**src/hdl/slist_pkg.sv**
```systemverilog
// ---------------------------------------------------------------------------
// slist_pkg: shared types and constants for the sorted list store
// Item layouts, mode and status codes, and sizing of the cell chain.
// ---------------------------------------------------------------------------
package slist_pkg;

    localparam int DEPTH   = 16;
    localparam int COUNT_W = $clog2(DEPTH + 1);
    localparam int IDX_W   = $clog2(DEPTH);
    localparam int VAL_W   = 32;

    localparam logic [1:0] MODE_FILL    = 2'd0;
    localparam logic [1:0] MODE_INSERT  = 2'd1;
    localparam logic [1:0] MODE_DISPLAY = 2'd2;

    localparam logic [1:0] ST_OK    = 2'd0;
    localparam logic [1:0] ST_EMPTY = 2'd1;
    localparam logic [1:0] ST_FULL  = 2'd2;

    typedef struct packed {
        logic [1:0]              mode;
        logic signed [VAL_W-1:0] new_value;
        logic                    restart;
    } t_in_item;

    typedef struct packed {
        logic signed [VAL_W-1:0] out_value;
        logic [1:0]              status;
        logic                    last;
    } t_out_item;

    // handed from each cell to its right neighbor
    typedef struct packed {
        logic                    after;
        logic signed [VAL_W-1:0] value;
    } t_link;

endpackage

```
**src/hdl/sorted_list_insert.sv**
```systemverilog
// ---------------------------------------------------------------------------
// sorted_list_insert: ascending sorted store of signed 32-bit values
// A chain of DEPTH cells places fill/insert values in parallel; display
// streams the stored values out in order.
//
//   channel | signals                          | item
//   in      | i_in_valid, o_in_stall, i_in_item | t_in_item
//   out     | o_out_valid, i_out_stall, o_out_item | t_out_item
//
// For fill and insert items every cell compares in parallel and the chain
// shifts by one. Display streams the stored values through the single
// output register, holding while the output stalls; input stalls until
// the last entry is loaded.
// Reset empties the store at once. Output stalls back up into the input.
// ---------------------------------------------------------------------------
module sorted_list_insert
    import slist_pkg::*;
(
    input  logic      i_clk,
    input  logic      i_rst_n,
    input  logic      i_in_valid,
    input  t_in_item  i_in_item,
    output logic      o_in_stall,
    output logic      o_out_valid,
    output t_out_item o_out_item,
    input  logic      i_out_stall
);

    logic [COUNT_W-1:0] r_count;
    logic [COUNT_W-1:0] n_count;
    logic               r_disp;
    logic               n_disp;
    logic [IDX_W-1:0]   r_idx;
    logic [IDX_W-1:0]   n_idx;
    logic               r_out_valid;
    logic               n_out_valid;
    t_out_item          r_out;
    t_out_item          n_out;

    logic               w_out_free;
    logic               w_accept;
    logic               w_load;
    logic [COUNT_W-1:0] w_eff_count;
    logic               w_disp_last;
    t_link              w_link [DEPTH];

    assign w_out_free = !r_out_valid || !i_out_stall;
    assign o_in_stall = r_disp || !w_out_free;
    assign w_accept   = i_in_valid && !o_in_stall;

    assign w_eff_count = (i_in_item.mode == MODE_FILL && i_in_item.restart)
                         ? '0 : r_count;

    assign w_load = w_accept && (w_eff_count != COUNT_W'(DEPTH)) &&
                    ((i_in_item.mode == MODE_FILL) ||
                     (i_in_item.mode == MODE_INSERT && r_count != '0));

    genvar k;
    generate
        for (k = 0; k < DEPTH; k++) begin : g_cell
            t_link w_prev;
            if (k == 0) begin : g_head
                assign w_prev = '{after: 1'b0, value: '0};
            end else begin : g_body
                assign w_prev = w_link[k-1];
            end
            slist_cell u_cell (
                .i_clk       (i_clk),
                .i_load      (w_load),
                .i_new_value (i_in_item.new_value),
                .i_occupied  (COUNT_W'(k) < w_eff_count),
                .i_prev      (w_prev),
                .o_link      (w_link[k])
            );
        end
    endgenerate

    assign w_disp_last = ({1'b0, r_idx} + COUNT_W'(1)) == r_count;

    always_comb begin
        n_count     = r_count;
        n_disp      = r_disp;
        n_idx       = r_idx;
        n_out_valid = r_out_valid && i_out_stall;
        n_out       = r_out;
        if (r_disp && w_out_free) begin
            n_out_valid     = 1'b1;
            n_out.out_value = w_link[r_idx].value;
            n_out.status    = ST_OK;
            n_out.last      = w_disp_last;
            n_idx           = r_idx + IDX_W'(1);
            if (w_disp_last) begin
                n_disp = 1'b0;
            end
        end else if (w_accept) begin
            n_out.out_value = '0;
            n_out.last      = 1'b1;
            n_out.status    = ST_OK;
            unique case (i_in_item.mode)
                MODE_FILL, MODE_INSERT: begin
                    n_out_valid = 1'b1;
                    if (i_in_item.mode == MODE_INSERT && r_count == '0) begin
                        n_out.status = ST_EMPTY;
                    end else if (w_eff_count == COUNT_W'(DEPTH)) begin
                        n_out.status = ST_FULL;
                        n_count      = w_eff_count;
                    end else begin
                        n_count = w_eff_count + COUNT_W'(1);
                    end
                end
                MODE_DISPLAY: begin
                    if (r_count == '0) begin
                        n_out_valid  = 1'b1;
                        n_out.status = ST_EMPTY;
                    end else begin
                        n_disp = 1'b1;
                        n_idx  = '0;
                    end
                end
                default: begin
                end
            endcase
        end
    end

    always_ff @(posedge i_clk) begin
        if (!i_rst_n) begin
            r_count     <= '0;
            r_disp      <= 1'b0;
            r_idx       <= '0;
            r_out_valid <= 1'b0;
        end else begin
            r_count     <= n_count;
            r_disp      <= n_disp;
            r_idx       <= n_idx;
            r_out_valid <= n_out_valid;
        end
        r_out <= n_out;
    end

    assign o_out_valid = r_out_valid;
    assign o_out_item  = r_out;

endmodule

```
**src/hdl/slist_cell.sv**
```systemverilog
// ---------------------------------------------------------------------------
// slist_cell: one entry of the sorted chain
// Compares its value with the new value and either keeps it, takes the new
// value, or takes its left neighbor's value when an insert shifts the chain.
// ---------------------------------------------------------------------------
module slist_cell
    import slist_pkg::*;
(
    input  logic                    i_clk,
    input  logic                    i_load,
    input  logic signed [VAL_W-1:0] i_new_value,
    input  logic                    i_occupied,
    input  t_link                   i_prev,
    output t_link                   o_link
);

    logic signed [VAL_W-1:0] r_value;
    logic signed [VAL_W-1:0] n_value;
    logic                    w_after;

    // entry sorts after the new value (free entries always do)
    assign w_after = !i_occupied || (r_value > i_new_value);

    always_comb begin
        n_value = r_value;
        if (i_load && w_after) begin
            if (i_prev.after) begin
                n_value = i_prev.value;
            end else begin
                n_value = i_new_value;
            end
        end
    end

    always_ff @(posedge i_clk) begin
        r_value <= n_value;
    end

    assign o_link.after = w_after;
    assign o_link.value = r_value;

endmodule
```
**config.mk**
```make
export PLATFORM = sky130hd
export DESIGN_NAME = sorted_list_insert
export DESIGN_NICKNAME = d
export VERILOG_FILES = /design/src/hdl/slist_pkg.sv /design/src/hdl/sorted_list_insert.sv /design/src/hdl/slist_cell.sv
export SDC_FILE = /design/constraint.sdc
export NUM_CORES = 1
export LEC_CHECK = 0
export ABC_AREA = 0
export BUFFER_PORTS_ARGS = -buffer_cell sky130_fd_sc_hd__buf_2
export CORE_MARGIN = 3
export CORE_UTILIZATION = 55
export DETAILED_ROUTE_END_ITERATION = 12
export PLACE_DENSITY_LB_ADDON = 0.15
export SLEW_MARGIN = 15
export SYNTH_ARGS = -nofsm -noshare
export SYNTH_HDL_FRONTEND = slang
export SYNTH_SLANG_ARGS = --single-unit
```
**constraint.sdc**
```tcl
create_clock -name i_clk -period 9.9 [get_ports i_clk]
set_input_delay 0.495 -clock i_clk [delete_from_list [all_inputs] [get_ports i_clk]]
set_output_delay 0.495 -clock i_clk [all_outputs]
set_load 0.01 [all_outputs]
```
==> impl_metrics.tcl <==
set metrics [dict create \
    outcome "complete, no violations" \
    multi_input_area_mm2 0.0215 \
    drt_wl_total_mm 151 \
    synth_area_leaders "edfxtp_1, ha_1, mux2_2" \
    cts.path.max_buffers 3 \
    synth_flop_cell "edfxtp_1" \
    setup_tns_ns 0 \
    drc_errors 0 \
    cts.sinks 558 \
    ys_seq_area_share_pct 43.0 \
    setup_ws_ns 4.71 \
    regArea_mm2 0.0166 \
    fin_cells 3926 \
    nFillCells 5434 \
    crit_top_cell "a21o_1" \
    synth-compound-area-share_pct 7.82 \
    grt-busiest-layer "met1" \
    syn_inst 2894 \
    globalRouteMet2Util_pct 56.5 \
    die_h_um 271 \
    yosysUniqueCellTypes 70 \
    synth_top_area_share_pct 42.3 \
    max_cap_violations 0 \
    drtIter0Drc 4497 \
    grtUsageMet3_pct 11.3 \
    antenna_found_initial 6 \
    cts_setup_buffers 0 \
    cts_hold_buf 0 \
    clkTransAtPathRegs_ns 0.06 \
    crit_fanout 20 \
    synth-edff-count 545 \
    power_density_mw_per_mm2 143 \
    first_pass_iters 6 \
    finalHoldViolations 0 \
    tightest_slew_ns 1.24 \
    worstPathRequired_ns 10.26 \
    crit_chain "buf_2 -> inv_1 -> ha_1 -> a21o_1 -> a21o_1 -> a21oi_1 -> o2111ai_1 -> a2111oi_1 -> or3_2 -> buf_4 -> mux2_4" \
    fin_crit_sh_pct 52.5 \
    slew_violations 0 \
    cp-end-kind "flip-flop" \
    yosys.area_share.simple_pct 6.58 \
    htree_num_levels 3 \
    finalCriticalPeriod_ns 5.19 \
    dp_hpwl_mm 107 \
    grt.overflow.total 0 \
    grt_pass1_wl_mm 212 \
    cts_root_buf "clkbuf_16" \
    peakVddDrop_uv 135 \
    synthArstFlopShare_pct 0 \
    yosys_warnings 0 \
    maxSlewHeadroom_pct 17.2 \
    die_area_mm2 0.0736 \
    wl_per_cell_um 38.5 \
    via_per_inst 7.39 \
    synthAdderAreaFrac_pct 16.6 \
    synth_top_area_cell "edfxtp_1" \
    rows 96 \
    post_cts_resized 0 \
    critPathArrivalTime_ns 5.56 \
    initial_utilization_pct 55.9 \
    core_mm2 0.0692 \
    gp_congestion 1.02 \
    leakage_nw 15.9 \
    fin_area_mm2 0.0424 \
    ioPinCount 76 \
    max_freq_mhz 193 \
    slowest_stage "or3_2" \
    rsz0062_at_grt "no" \
    ys_seq_elements 558 \
    muxShareOfSynthArea_pct 23.6 \
    hold_class "in -> reg" \
    critPathBufInv 3 \
    track_usage_pct 40.7 \
    via_count 29000 \
    grt_start_max_net_pins 56 \
    first_global_vias 27600 \
    cts_tree "done" \
    final_nets 3499 \
    syn_area_mm2 0.0387 \
    syn_to_final_growth_pct 9.45 \
    grtUsageMet1_pct 60.7 \
    synthesis.nets 3448 \
    critPathMaxStageDelay_ns 0.79 \
    skew_ns 0.0246 \
    io_buffers 75 \
    die_x_um 271 \
    reg2reg_slack_ns 5.00 \
    place_ws_ns 4.32 \
    finalSetupViolCount 0 \
    syn_avg_cell_area_um2 13.4 \
    synth_top_family_by_area "multiplexers" \
    critPathTopFamily "compound AO/OA/AOI/OAI gates" \
    drive_above_1_share_pct 29.7 \
    clock_latency_ns 0.63 \
    cts_buffers 68 \
    synth_xor_area_share_pct 0.136 \
    post_dp_cell_area_mm2 0.0402 \
    crit_type "in -> reg" \
    dp.cells 3806 \
    detail-route-antenna-nets 0 \
    worst_setup_path_start_kind "primary input" \
]
[layer usage]
layer,part of all wire (%),vias up,routed length (µm)
met5,0.015,-,23
met4,4.4,4,6590
met3,13,324,20200
met2,41,2163,62000
met1,41,14700,62500
li1,-,11800,-
[cells by family after synthesis]
logic type	Yosys count
XOR/XNOR	6
buffers and inverters	200
adder cells (fa/ha/maj)	515
flip-flops	558
AO/OA/AOI/OAI	486
AND/OR/NAND/NOR	487
multiplexers	642
[path summary, 6_finish.rpt]
kind                           startpoint                            to  cells after the start
max                         i_in_item[18]  g_cell[2].u_cell.r_value[18]                     11
min                               i_rst_n                        r_disp                      2
max reg2reg  g_cell[3].u_cell.r_value[31]  g_cell[4].u_cell.r_value[24]                      8
min reg2reg                 o_out_item[1]                 o_out_item[1]                      2
[worst reg2reg max path, cell delays in order, from the launching register on]
cell,delay (ns)
edfxtp_1,0.43
ha_1,0.44
nand4_1,0.34
nor4_1,1.10
a21oi_1,0.24
a211oi_1,0.65
nand3_2,0.52
buf_4,0.52
mux2_2,0.40
[synthesized netlist by cell type, drive strengths merged, types with 4 or more instances]
master,n
or3,6
ha,515
a2111o,5
a221oi,12
o21ai,78
clkbuf,67
o22ai,4
and4,18
nor3,20
nor4,18
nand2b,8
edfxtp,545
nand4,82
dfxtp,13
inv,69
nor3b,5
a31oi,7
o211ai,21
a22oi,4
buf,63
and2,42
nand2,156
a211oi,13
a211o,4
or4,13
mux4,160
nor2b,22
a2111oi,7
nand3,31
o21a,13
a21o,66
o221ai,6
nor2,58
a41o,6
a21oi,218
mux2,481
xnor2,5
[registers in the layout, indices dropped and copies added (netlist names)]
name                   flops
r_count                    5
r_disp                     1
o_out_item                35
r_idx                      4
o_out_valid                1
g_cell.u_cell.r_value    512
[cells in the final DEF (no fill, tap or decap), types with 6 or more instances in the layout]
cell and count:
mux4_2 160, and2_1 37, buf_4 36, clkbuf_16 70, inv_1 69, clkinv_1 12, nand3_1 29, a21oi_1 211
o21a_1 13, o211ai_1 21, mux2_4 30, buf_2 75, edfxtp_1 545, ha_1 515, nor2_4 6, clkinv_2 8
mux2_2 446, a41o_1 6, a21oi_4 7, clkbuf_1 10, nor4_1 17, a211oi_1 13, o221ai_1 6, bufinv_16 7
and4_1 18, a21o_1 66, nand2_1 149, nor2_1 52, nand4_1 82, a221oi_1 12, o21ai_0 78, nand2b_1 8
dfxtp_1 9, nor2b_1 22, or4_1 12, nor3_1 20
[metrics by stage]
stage	hold slack (ns)	total power [mW]	utilization, %
6_report	0.141	6.08	61.2
4_1_cts	0.117	6.05	61.2
3_5_place_dp	0.490	3.54	58.0
3_3_place_gp	0.462	3.52	58.0
5_1_grt	0.126	6.23	61.2
2_1_floorplan	0.495	3.21	-
[cell type report]
| type | count | area share [%] |
|---|---|---|
| Multi-Input combinational cell | 2136 | 50.6 |
| Sequential cell | 558 | 39.3 |
| Clock buffer | 80 | 4.22 |
| Tap cell | 931 | 2.75 |
| Timing Repair Buffer | 111 | 1.52 |
| Clock inverter | 37 | 0.948 |
| Inverter | 70 | 0.620 |
| Antenna cell | 3 | 0.0177 |
[where the power goes]
| group | switching, mW | internal, mW | total (mW) |
|---|---|---|---|
| combinational | 0.495 | 0.266 | 0.761 |
| sequential | 0.0853 | 2.68 | 2.77 |
| clock | 1.07 | 1.48 | 2.55 |
No activity file was read; power rests on OpenSTA's default activity.
